## src/rtl/tas_pkg.sv

```systemverilog
// Shared types, constants and tables for the thruster allocation block.
package tas_pkg;

    localparam int NUM_ACTUATORS = 8;
    localparam int NUM_AXES      = 6;
    localparam int COEF_DEPTH    = NUM_AXES * NUM_ACTUATORS;
    localparam int COEF_AW       = 6;
    localparam int ACT_W         = 3;
    localparam int AX_W          = 3;
    localparam int CNT_W         = 4;
    localparam int VEC_W         = 18;
    localparam int PROD_W        = 34;
    localparam int ACC_W         = 40;

    localparam logic FUNC_CMD   = 1'b0;
    localparam logic FUNC_WRITE = 1'b1;

    localparam logic [15:0] UNSET_MARK  = 16'h8000;
    localparam logic [15:0] CUTOFF_ONE  = 16'd4096;
    localparam logic [15:0] QUARTER     = 16'h4000;
    localparam logic [CNT_W-1:0] ACT_RESET = CNT_W'(NUM_ACTUATORS);

    // round(16384*sin(k*pi/64)), k = 0..32
    localparam logic [14:0] SINE_TABLE [33] = '{
        15'd0,     15'd804,   15'd1606,  15'd2404,  15'd3196,  15'd3981,
        15'd4756,  15'd5520,  15'd6270,  15'd7005,  15'd7723,  15'd8423,
        15'd9102,  15'd9760,  15'd10394, 15'd11003, 15'd11585, 15'd12140,
        15'd12665, 15'd13160, 15'd13623, 15'd14053, 15'd14449, 15'd14811,
        15'd15137, 15'd15426, 15'd15679, 15'd15893, 15'd16069, 15'd16207,
        15'd16305, 15'd16364, 15'd16384
    };

    typedef enum logic [3:0] {
        OP_NONE,
        OP_LOAD,
        OP_WRITE,
        OP_SIN_MUL,
        OP_SIN_FIN,
        OP_RMUL,
        OP_RACC,
        OP_MAC,
        OP_FIN
    } tas_op_e;

    typedef struct packed {
        logic        func;
        logic [15:0] force_x;
        logic [15:0] force_y;
        logic [15:0] force_z;
        logic [15:0] torque_x;
        logic [15:0] torque_y;
        logic [15:0] torque_z;
        logic [15:0] roll_angle;
        logic [15:0] pitch_angle;
        logic [5:0]  table_address;
        logic [15:0] table_value;
    } tas_in_t;

    typedef struct packed {
        logic [2:0]  actuator_index;
        logic [15:0] actuator_target;
        logic        last_actuator;
    } tas_out_t;

    typedef struct packed {
        tas_op_e          op;
        logic [2:0]       sel;
        logic [ACT_W-1:0] act;
        logic             first;
        logic             last;
    } tas_cmd_t;

    typedef struct packed {
        logic out_free;
    } tas_sts_t;

    function automatic logic [15:0] unset_to_zero(input logic [15:0] v);
        return (v == UNSET_MARK) ? 16'd0 : v;
    endfunction

endpackage

```

## src/rtl/tas_ram.sv

```systemverilog
// Generic single-write, single-read RAM with registered read data.
module tas_ram #(
    parameter int WIDTH = 16,
    parameter int DEPTH = 48
) (
    input  logic                     aclk,
    input  logic                     we,
    input  logic [$clog2(DEPTH)-1:0] waddr,
    input  logic [WIDTH-1:0]         wdata,
    input  logic [$clog2(DEPTH)-1:0] raddr,
    output logic [WIDTH-1:0]         rdata
);

    logic [WIDTH-1:0] mem [DEPTH];
    logic [WIDTH-1:0] rdata_reg;

    always_ff @(posedge aclk) begin
        if (we) begin
            mem[waddr] <= wdata;
        end
        rdata_reg <= mem[raddr];
    end

    assign rdata = rdata_reg;

endmodule

```

## src/rtl/tas_ctrl.sv

```systemverilog
// Sequencer for the allocation block: issues one datapath command per cycle.
module tas_ctrl (
    input  logic                      aclk,
    input  logic                      aresetn,
    input  logic                      cfg_wr_en,
    input  logic [tas_pkg::CNT_W-1:0] cfg_wr_data,
    input  logic                      s_valid,
    input  logic                      s_func,
    output logic                      s_ready,
    output tas_pkg::tas_cmd_t         cmd,
    input  tas_pkg::tas_sts_t         sts
);

    typedef enum logic [2:0] {
        S_IDLE,
        S_SIN,
        S_ROT,
        S_MAC,
        S_DRAIN,
        S_FIN
    } state_t;

    state_t                        state_reg;
    logic [3:0]                    step_reg;
    logic [tas_pkg::ACT_W-1:0]     act_reg;
    logic [tas_pkg::AX_W-1:0]      ax_reg;
    logic                          drain_reg;
    logic [tas_pkg::CNT_W-1:0]     count_reg;
    logic [tas_pkg::CNT_W-1:0]     count_eff;
    logic                          last_act;

    always_comb begin
        if (count_reg == '0) begin
            count_eff = tas_pkg::CNT_W'(1);
        end else if (count_reg > tas_pkg::CNT_W'(tas_pkg::NUM_ACTUATORS)) begin
            count_eff = tas_pkg::CNT_W'(tas_pkg::NUM_ACTUATORS);
        end else begin
            count_eff = count_reg;
        end
    end

    assign last_act = ((tas_pkg::CNT_W'(act_reg) + tas_pkg::CNT_W'(1)) == count_eff);
    assign s_ready  = (state_reg == S_IDLE);

    always_comb begin
        cmd       = '0;
        cmd.op    = tas_pkg::OP_NONE;
        cmd.act   = act_reg;
        cmd.last  = last_act;
        unique case (state_reg)
            S_IDLE: begin
                if (s_valid) begin
                    cmd.op = (s_func == tas_pkg::FUNC_WRITE) ? tas_pkg::OP_WRITE
                                                              : tas_pkg::OP_LOAD;
                end
            end
            S_SIN: begin
                cmd.op  = step_reg[0] ? tas_pkg::OP_SIN_FIN : tas_pkg::OP_SIN_MUL;
                cmd.sel = {1'b0, step_reg[2:1]};
            end
            S_ROT: begin
                cmd.op  = step_reg[0] ? tas_pkg::OP_RACC : tas_pkg::OP_RMUL;
                cmd.sel = step_reg[3:1];
            end
            S_MAC: begin
                cmd.op    = tas_pkg::OP_MAC;
                cmd.sel   = ax_reg;
                cmd.first = (ax_reg == '0);
            end
            S_DRAIN: begin
                cmd.op = tas_pkg::OP_NONE;
            end
            S_FIN: begin
                cmd.op = tas_pkg::OP_FIN;
            end
            default: begin
                cmd.op = tas_pkg::OP_NONE;
            end
        endcase
    end

    always_ff @(posedge aclk) begin
        if (!aresetn) begin
            state_reg <= S_IDLE;
            step_reg  <= '0;
            act_reg   <= '0;
            ax_reg    <= '0;
            drain_reg <= 1'b0;
            count_reg <= tas_pkg::ACT_RESET;
        end else begin
            if (cfg_wr_en) begin
                count_reg <= cfg_wr_data;
            end
            unique case (state_reg)
                S_IDLE: begin
                    step_reg <= '0;
                    if (s_valid && (s_func == tas_pkg::FUNC_CMD)) begin
                        state_reg <= S_SIN;
                    end
                end
                S_SIN: begin
                    step_reg <= step_reg + 4'd1;
                    if (step_reg == 4'd7) begin
                        step_reg  <= '0;
                        state_reg <= S_ROT;
                    end
                end
                S_ROT: begin
                    step_reg <= step_reg + 4'd1;
                    if (step_reg == 4'd15) begin
                        act_reg   <= '0;
                        ax_reg    <= '0;
                        state_reg <= S_MAC;
                    end
                end
                S_MAC: begin
                    if (ax_reg == tas_pkg::AX_W'(tas_pkg::NUM_AXES - 1)) begin
                        drain_reg <= 1'b0;
                        state_reg <= S_DRAIN;
                    end else begin
                        ax_reg <= ax_reg + tas_pkg::AX_W'(1);
                    end
                end
                S_DRAIN: begin
                    drain_reg <= 1'b1;
                    if (drain_reg) begin
                        state_reg <= S_FIN;
                    end
                end
                S_FIN: begin
                    if (sts.out_free) begin
                        if (last_act) begin
                            state_reg <= S_IDLE;
                        end else begin
                            act_reg   <= act_reg + tas_pkg::ACT_W'(1);
                            ax_reg    <= '0;
                            state_reg <= S_MAC;
                        end
                    end
                end
                default: begin
                    state_reg <= S_IDLE;
                end
            endcase
        end
    end

endmodule

```

## src/rtl/tas_dp.sv

```systemverilog
// Datapath: sine unit, attitude rotation, matrix multiply-accumulate, clamp, output register.
module tas_dp (
    input  logic               aclk,
    input  logic               aresetn,
    input  tas_pkg::tas_in_t   s_data,
    input  tas_pkg::tas_cmd_t  cmd,
    output tas_pkg::tas_sts_t  sts,
    output logic               m_valid,
    input  logic               m_ready,
    output tas_pkg::tas_out_t  m_data
);

    logic signed [15:0]                comp_reg [tas_pkg::NUM_AXES];
    logic [15:0]                       roll_reg;
    logic [15:0]                       pitch_reg;
    logic signed [15:0]                trig_reg [4];  // sin r, cos r, sin p, cos p
    logic [14:0]                       sin_base_reg;
    logic                              sin_neg_reg;
    logic signed [tas_pkg::PROD_W-1:0] prod_reg;
    logic signed [tas_pkg::PROD_W-1:0] racc_reg;
    logic signed [tas_pkg::VEC_W-1:0]  v_reg [3];
    logic signed [tas_pkg::VEC_W-1:0]  uz_reg;
    logic                              mac1_reg;
    logic                              first1_reg;
    logic [tas_pkg::AX_W-1:0]          ax1_reg;
    logic                              mac2_reg;
    logic                              first2_reg;
    logic signed [tas_pkg::ACC_W-1:0]  acc_reg;
    logic [tas_pkg::COEF_DEPTH-1:0]    coef_vld_reg;
    logic                              coef_vld_q_reg;
    logic [15:0]                       cutoff_reg [tas_pkg::NUM_ACTUATORS];
    logic                              out_valid_reg;
    tas_pkg::tas_out_t                 out_reg;

    // ---- table writes
    logic                        coef_we;
    logic                        cut_we;
    logic [tas_pkg::COEF_AW-1:0] cut_off;
    logic [15:0]                 cut_mag;
    logic [tas_pkg::COEF_AW-1:0] coef_raddr;
    logic [15:0]                 coef_rdata;

    assign coef_we = (cmd.op == tas_pkg::OP_WRITE) &&
                     (s_data.table_address < tas_pkg::COEF_AW'(tas_pkg::COEF_DEPTH));
    assign cut_off = s_data.table_address - tas_pkg::COEF_AW'(tas_pkg::COEF_DEPTH);
    assign cut_we  = (cmd.op == tas_pkg::OP_WRITE) && !coef_we &&
                     (cut_off < tas_pkg::COEF_AW'(tas_pkg::NUM_ACTUATORS));

    always_comb begin
        if (s_data.table_value == tas_pkg::UNSET_MARK) begin
            cut_mag = 16'd32767;
        end else if (s_data.table_value[15]) begin
            cut_mag = 16'd0 - s_data.table_value;
        end else begin
            cut_mag = s_data.table_value;
        end
    end

    assign coef_raddr = tas_pkg::COEF_AW'(cmd.sel) * tas_pkg::COEF_AW'(tas_pkg::NUM_ACTUATORS)
                      + tas_pkg::COEF_AW'(cmd.act);

    tas_ram #(
        .WIDTH (16),
        .DEPTH (tas_pkg::COEF_DEPTH)
    ) u_coef_ram (
        .aclk  (aclk),
        .we    (coef_we),
        .waddr (s_data.table_address),
        .wdata (s_data.table_value),
        .raddr (coef_raddr),
        .rdata (coef_rdata)
    );

    // ---- sine unit, front half
    logic [15:0] angle;
    logic [14:0] phase;
    logic [5:0]  sidx;
    logic [8:0]  sfrac;
    logic [5:0]  k_lo;
    logic [5:0]  k_hi;
    logic [14:0] sdelta;

    always_comb begin
        angle = cmd.sel[1] ? pitch_reg : roll_reg;
        if (cmd.sel[0]) begin
            angle = angle + tas_pkg::QUARTER;
        end
        phase = {1'b0, angle[13:0]};
        if (angle[14]) begin
            phase = 15'h4000 - phase;
        end
        sidx  = phase[14:9];
        sfrac = phase[8:0];
        k_lo  = sidx[5] ? 6'd32 : sidx;
        k_hi  = sidx[5] ? 6'd32 : sidx + 6'd1;
        sdelta = tas_pkg::SINE_TABLE[k_hi] - tas_pkg::SINE_TABLE[k_lo];
    end

    // ---- shared multiplier operands
    logic signed [tas_pkg::VEC_W-1:0] vec [tas_pkg::NUM_AXES];
    logic signed [15:0]               mul_a;
    logic signed [tas_pkg::VEC_W-1:0] mul_b;
    logic                             mul_en;

    always_comb begin
        vec[0] = v_reg[0];
        vec[1] = v_reg[1];
        vec[2] = v_reg[2];
        for (int i = 3; i < tas_pkg::NUM_AXES; i++) begin
            vec[i] = tas_pkg::VEC_W'(comp_reg[i]);
        end
    end

    always_comb begin
        mul_a  = '0;
        mul_b  = '0;
        mul_en = 1'b0;
        if (mac1_reg) begin
            mul_en = 1'b1;
            mul_a  = coef_vld_q_reg ? signed'(coef_rdata) : 16'sd0;
            mul_b  = vec[ax1_reg];
        end else if (cmd.op == tas_pkg::OP_SIN_MUL) begin
            mul_en = 1'b1;
            mul_a  = signed'({1'b0, sdelta});
            mul_b  = signed'(tas_pkg::VEC_W'(sfrac));
        end else if (cmd.op == tas_pkg::OP_RMUL) begin
            mul_en = 1'b1;
            case (cmd.sel)
                3'd0: begin mul_a = trig_reg[3]; mul_b = tas_pkg::VEC_W'(comp_reg[0]); end
                3'd1: begin mul_a = trig_reg[2]; mul_b = tas_pkg::VEC_W'(comp_reg[2]); end
                3'd2: begin mul_a = trig_reg[2]; mul_b = tas_pkg::VEC_W'(comp_reg[0]); end
                3'd3: begin mul_a = trig_reg[3]; mul_b = tas_pkg::VEC_W'(comp_reg[2]); end
                3'd4: begin mul_a = trig_reg[1]; mul_b = tas_pkg::VEC_W'(comp_reg[1]); end
                3'd5: begin mul_a = trig_reg[0]; mul_b = uz_reg; end
                3'd6: begin mul_a = trig_reg[1]; mul_b = uz_reg; end
                default: begin mul_a = trig_reg[0]; mul_b = tas_pkg::VEC_W'(comp_reg[1]); end
            endcase
        end
    end

    // ---- rotation pair finish: Q14 round half up
    logic signed [tas_pkg::PROD_W:0] rsum;
    logic signed [tas_pkg::PROD_W:0] rrnd;
    logic                            rsub;

    assign rsub = (cmd.sel == 3'd1) || (cmd.sel == 3'd7);
    always_comb begin
        if (rsub) begin
            rsum = (tas_pkg::PROD_W+1)'(racc_reg) - (tas_pkg::PROD_W+1)'(prod_reg);
        end else begin
            rsum = (tas_pkg::PROD_W+1)'(racc_reg) + (tas_pkg::PROD_W+1)'(prod_reg);
        end
        rrnd = (rsum + (tas_pkg::PROD_W+1)'(8192)) >>> 14;
    end

    // ---- sine finish
    logic [15:0] sval;
    assign sval = 16'(sin_base_reg) + prod_reg[24:9];

    // ---- actuator sum: Q24 to Q12, clamp to cut-off
    logic signed [tas_pkg::ACC_W-1:0]    arnd;
    logic signed [tas_pkg::ACC_W-13:0]   tval;
    logic signed [tas_pkg::ACC_W-13:0]   lim;
    logic signed [15:0]                  target;

    always_comb begin
        arnd = (acc_reg + tas_pkg::ACC_W'(2048)) >>> 12;
        tval = arnd[tas_pkg::ACC_W-13:0];
        lim  = signed'((tas_pkg::ACC_W-12)'(cutoff_reg[cmd.act]));
        if (tval > lim) begin
            target = lim[15:0];
        end else if (tval < -lim) begin
            target = 16'(-lim);
        end else begin
            target = tval[15:0];
        end
    end

    assign sts.out_free = !out_valid_reg || m_ready;

    // ---- payload registers
    always_ff @(posedge aclk) begin
        if (cmd.op == tas_pkg::OP_LOAD) begin
            comp_reg[0] <= signed'(tas_pkg::unset_to_zero(s_data.force_x));
            comp_reg[1] <= signed'(tas_pkg::unset_to_zero(s_data.force_y));
            comp_reg[2] <= signed'(tas_pkg::unset_to_zero(s_data.force_z));
            comp_reg[3] <= signed'(tas_pkg::unset_to_zero(s_data.torque_x));
            comp_reg[4] <= signed'(tas_pkg::unset_to_zero(s_data.torque_y));
            comp_reg[5] <= signed'(tas_pkg::unset_to_zero(s_data.torque_z));
            roll_reg    <= s_data.roll_angle;
            pitch_reg   <= s_data.pitch_angle;
        end
        if (cmd.op == tas_pkg::OP_SIN_MUL) begin
            sin_base_reg <= tas_pkg::SINE_TABLE[k_lo];
            sin_neg_reg  <= angle[15];
        end
        if (cmd.op == tas_pkg::OP_SIN_FIN) begin
            trig_reg[cmd.sel[1:0]] <= sin_neg_reg ? signed'(16'd0 - sval) : signed'(sval);
        end
        if (mul_en) begin
            prod_reg <= tas_pkg::PROD_W'(mul_a) * tas_pkg::PROD_W'(mul_b);
        end
        if (cmd.op == tas_pkg::OP_RACC) begin
            if (!cmd.sel[0]) begin
                racc_reg <= prod_reg;
            end else begin
                case (cmd.sel[2:1])
                    2'd0:    v_reg[0] <= rrnd[tas_pkg::VEC_W-1:0];
                    2'd1:    uz_reg   <= rrnd[tas_pkg::VEC_W-1:0];
                    2'd2:    v_reg[1] <= rrnd[tas_pkg::VEC_W-1:0];
                    default: v_reg[2] <= rrnd[tas_pkg::VEC_W-1:0];
                endcase
            end
        end
        ax1_reg        <= cmd.sel;
        first1_reg     <= cmd.first;
        first2_reg     <= first1_reg;
        coef_vld_q_reg <= coef_vld_reg[coef_raddr];
        if (mac2_reg) begin
            acc_reg <= (first2_reg ? tas_pkg::ACC_W'(0) : acc_reg)
                     + tas_pkg::ACC_W'(prod_reg);
        end
        if ((cmd.op == tas_pkg::OP_FIN) && sts.out_free) begin
            out_reg.actuator_index  <= cmd.act;
            out_reg.actuator_target <= target;
            out_reg.last_actuator   <= cmd.last;
        end
    end

    // ---- control registers
    always_ff @(posedge aclk) begin
        if (!aresetn) begin
            mac1_reg      <= 1'b0;
            mac2_reg      <= 1'b0;
            coef_vld_reg  <= '0;
            out_valid_reg <= 1'b0;
            for (int i = 0; i < tas_pkg::NUM_ACTUATORS; i++) begin
                cutoff_reg[i] <= tas_pkg::CUTOFF_ONE;
            end
        end else begin
            mac1_reg <= (cmd.op == tas_pkg::OP_MAC);
            mac2_reg <= mac1_reg;
            if (coef_we) begin
                coef_vld_reg[s_data.table_address] <= 1'b1;
            end
            if (cut_we) begin
                cutoff_reg[cut_off[tas_pkg::ACT_W-1:0]] <= cut_mag;
            end
            if ((cmd.op == tas_pkg::OP_FIN) && sts.out_free) begin
                out_valid_reg <= 1'b1;
            end else if (m_ready) begin
                out_valid_reg <= 1'b0;
            end
        end
    end

    assign m_valid = out_valid_reg;
    assign m_data  = out_reg;

endmodule

```

## src/rtl/thruster_allocation_saturate_core.sv

```systemverilog
// Top level: six-axis command to clamped per-actuator targets.
// Flow: a command goes through sine lookup and attitude rotation, then, per actuator,
//   a multiply-accumulate issue per axis on the one shared multiplier, a pipeline
//   drain and a clamp step. Requests of either kind are taken only while idle, so a
//   new command waits until the last target of the previous one is clamped.
//   A held result stalls only at its clamp step.
// Reset: coefficients read as zero (per-entry valid bits), cut-offs 1.0, count 8.
module thruster_allocation_saturate_core (
    input  logic                      aclk,
    input  logic                      aresetn,
    input  logic                      cfg_wr_en,
    input  logic [tas_pkg::CNT_W-1:0] cfg_wr_data,
    input  logic                      s_valid,
    output logic                      s_ready,
    input  tas_pkg::tas_in_t          s_data,
    output logic                      m_valid,
    input  logic                      m_ready,
    output tas_pkg::tas_out_t         m_data
);

    // command from the sequencer, status back from the datapath
    tas_pkg::tas_cmd_t cmd;
    tas_pkg::tas_sts_t sts;

    // Sequencer: owns the actuator-count register and steps each command
    // through sine, rotation and the per-actuator accumulate loop.
    tas_ctrl u_ctrl (
        .aclk        (aclk),
        .aresetn     (aresetn),
        .cfg_wr_en   (cfg_wr_en),
        .cfg_wr_data (cfg_wr_data),
        .s_valid     (s_valid),
        .s_func      (s_data.func),
        .s_ready     (s_ready),
        .cmd         (cmd),
        .sts         (sts)
    );

    // Datapath: coefficient RAM, cut-off registers, shared multiplier and the
    // output register that decouples result hand-off from the next request.
    tas_dp u_dp (
        .aclk    (aclk),
        .aresetn (aresetn),
        .s_data  (s_data),
        .cmd     (cmd),
        .sts     (sts),
        .m_valid (m_valid),
        .m_ready (m_ready),
        .m_data  (m_data)
    );

endmodule

```

## config.mk

```make
export PLATFORM = sky130hd
export DESIGN_NAME = thruster_allocation_saturate_core
export DESIGN_NICKNAME = d
export VERILOG_FILES = /design/src/rtl/tas_pkg.sv /design/src/rtl/tas_ram.sv /design/src/rtl/tas_ctrl.sv /design/src/rtl/tas_dp.sv /design/src/rtl/thruster_allocation_saturate_core.sv
export SDC_FILE = /design/constraint.sdc
export NUM_CORES = 2
export LEC_CHECK = 0
export BUFFER_PORTS_ARGS = -buffer_cell sky130_fd_sc_hd__buf_2
export CORE_ASPECT_RATIO = 0.9
export CORE_MARGIN = 2
export CORE_UTILIZATION = 60
export CTS_CLUSTER_SIZE = 28
export DETAILED_ROUTE_END_ITERATION = 8
export PLACE_DENSITY = 0.86
export RECOVER_POWER = 50
export SLEW_MARGIN = 0
export SYNTH_ARGS = -nofsm -noshare
export SYNTH_HDL_FRONTEND = slang
export SYNTH_SLANG_ARGS = --single-unit
```

## constraint.sdc

```tcl
create_clock -name aclk -period 18.3 [get_ports aclk]
set_clock_uncertainty 0.2 [all_clocks]
set_input_delay 3.66 -clock aclk [delete_from_list [all_inputs] [get_ports aclk]]
set_output_delay 3.66 -clock aclk [all_outputs]
set_load 0.1 [all_outputs]
```

==> impl_metrics.tcl <==
set metrics [dict create \
    synth_top_area_cell "edfxtp_1" \
    worst_ep_arrival_time_ns 15.99 \
    clk_path_buf_depth 3 \
    synth_nets 6266 \
    yosysMostFrequentCell "edfxtp_1" \
    clock_sinks 1396 \
    clockRootBuffer "clkbuf_16" \
    hold_start "u_dp.first1_reg" \
    finalPower_mw 8.87 \
    synth_edf_count 1302 \
    synth_flop_cell "edfxtp_1" \
    instances_no_fill 7419 \
    slew_violations 1631 \
    area.growth.synth_to_final_pct 9.24 \
    grt_pass1_wl_mm 317 \
    dieArea_um2 128000 \
    rsz0062_at_grt "no" \
    die_x_um 377 \
    cp-end-kind "flop" \
    die_h_um 340 \
    ys_types 108 \
    largest_reg_flops 768 \
    dr_total_vias 49700 \
    syn_inst 5549 \
    final.setup.tns_ns 0 \
    detail_route.wl_per_cell_um 28.6 \
    place_congestion 0.985 \
    path_common_cell "fa_1" \
    dr_wl_met3_mm 23.8 \
    cts.clk_slew.worst_paths_ns 0.06 \
    grt_pass1_vias 50100 \
    setup_viol 0 \
    synthArstFlopShare_pct 0 \
    routed_wirelength_mm 212 \
    slew_headroom_pct -507 \
    final_util_pct 65.9 \
    netlist_top_cells_count "edfxtp_1 (1302), nor2_1 (502), inv_1 (421)" \
    path_buf_inv 7 \
    cts_made_buffers 139 \
    peakVddDrop_uv 120 \
    synth_seq_area_share_pct 54.5 \
    dp_hpwl_mm 137 \
    clkPwrFrac_pct 32.4 \
    highest_layer "met5" \
    syn-cell-area_um2 75200 \
    hold_path_class "flop to flop" \
    antenna_found_initial 9 \
    std_cell_rows 123 \
    drtIter0Drc 6971 \
    cap_viol_max_count 34 \
    postCtsResizedCells 0 \
    start_util_pct 60.4 \
    switching_share_pct 32.4 \
    synth.area.top_cells "edfxtp_1 (52%), mux4_2 (9.0%), fa_1 (7.8%)" \
    grt_max_degree 109 \
    cp_top_family "buffers and inverters" \
    remaining_drc_errors 0 \
    port_buffers 181 \
    post-route-period-util_pct 85.6 \
    r2r_start "u_ctrl.state_reg[1]" \
    power_leakage_nw 29.7 \
    critical_path_class "flop to flop" \
    placedCellCount 7160 \
    period_minus_slack_ns 15.67 \
    yosys_warnings 0 \
    io_pins 182 \
    p_seq_share_pct 42.8 \
    cpPeakStageDelay_ns 2.56 \
    grt_overflow 0 \
    worstSetupStartpoint "u_ctrl.state_reg[1]" \
    max_freq_mhz 63.8 \
    critPathMaxFanout 39 \
    first_pass_iters 6 \
    nets 6393 \
    antenna_left 0 \
    vias_per_cell 6.70 \
    n_fill_cell 8287 \
    p_int_mw 6.00 \
    clock_latency_ns 0.82 \
    p_switching_mw 2.88 \
    violations "max-capacitance violations, max-slew violations" \
    grtUsageTotal_pct 33.5 \
    powerDensity_nw_per_um2 108 \
    synth_top_area_share_pct 52.0 \
    avgSynthCellArea_um2 13.6 \
    postCtsHoldBufs 0 \
    drive_above_1_share_pct 13.5 \
    outcome "finished with violations" \
    cp-start-kind "flop" \
    synth-seq-cells 1396 \
    required_ns 18.62 \
    postCtsSetupBuffers 0 \
    cp_slowest_cell "clkbuf_1" \
    core_area_um2 125000 \
    route.met2.wl_mm 101 \
    h-tree-depth 4 \
    worst_pin_slew_ns 9.10 \
    finalHoldViolCount 0 \
    holdWs_ns 0.223 \
    share_comb_of_total_power_pct 24.8 \
    cts_tree "done" \
    wl_met1_mm 75.0 \
]
## worst paths after layout
kind	endpoint	slack, ns	cells after the start
hold reg to reg	u_dp.first2_reg	0.22	0
setup / recovery	u_dp.prod_reg[31]	2.63	34
hold / removal	u_dp.first2_reg	0.22	0
setup reg to reg	u_dp.prod_reg[31]	2.63	34
## per-stage QoR
stage / cell area [um2] / worst slack, ns
global route: 82200 / 1.89
detailed placement: 78000 / 3.57
global placement: 78000 / 3.97
CTS: 82500 / 3.47
floorplan: 75200 / 5.21
finish: 82200 / 2.63
## power by group through the flow
stage | combinational [mW] | sequential (mW) | clock, mW
after global routing | 2.38 | 3.80 | 2.99
after global placement | 2.09 | 3.85 | 0
after CTS | 2.15 | 3.79 | 2.88
after detailed placement | 2.13 | 3.85 | 0
final | 2.20 | 3.80 | 2.87
after floorplan | 1.49 | 3.80 | 0
## layout make-up
type / count / area [um2] / share of cell area [%]
sequential: 1396 / 41000 / 49.9
multi-input combinational: 3407 / 31400 / 38.2
clock buffer: 178 / 3700 / 4.50
tap: 1625 / 2030 / 2.47
timing repair buffer: 307 / 1610 / 1.95
inverter: 425 / 1600 / 1.94
clock inverter: 77 / 847 / 1.03
antenna: 4 / 10.0 / 0.0122
## cells in the final DEF (no fill, tap or decap), types with 143 or more instances in the layout
| cell | instances |
|---|---|
| clkbuf_1 | 163 |
| nor2_1 | 500 |
| fa_1 | 294 |
| ha_1 | 263 |
| xnor2_1 | 165 |
| a21oi_1 | 205 |
| inv_1 | 421 |
| nand2_1 | 336 |
| mux4_2 | 299 |
| edfxtp_1 | 1302 |
| o21ai_0 | 143 |
## metal layers
| metal | vias to the layer above | track usage [%] |
|---|---|---|
| li1 | 20600 | - |
| met1 | 24800 | 43.6 |
| met2 | 3614 | 53.7 |
| met3 | 746 | 6.78 |
| met4 | 8 | 17.7 |
| met5 | - | 0 |
## cells by family (layout without fill, tap and decap cells)
kind of cell | count (synthesis) | count (layout) | synth area share (%)
AOI/OAI and AO/OA | 798 | 798 | 7.07
xor gates and xnor gates | 243 | 243 | 2.94
adders and majority gates | 558 | 558 | 12.2
buffers and inverters | 746 | 987 | 3.83
DFF | 1396 | 1396 | 54.5
muxes | 452 | 452 | 11.0
other | 0 | 4 | 0
and+or+nand+nor | 1356 | 1356 | 8.43
Note: power is estimated with default switching activity, not from simulation.
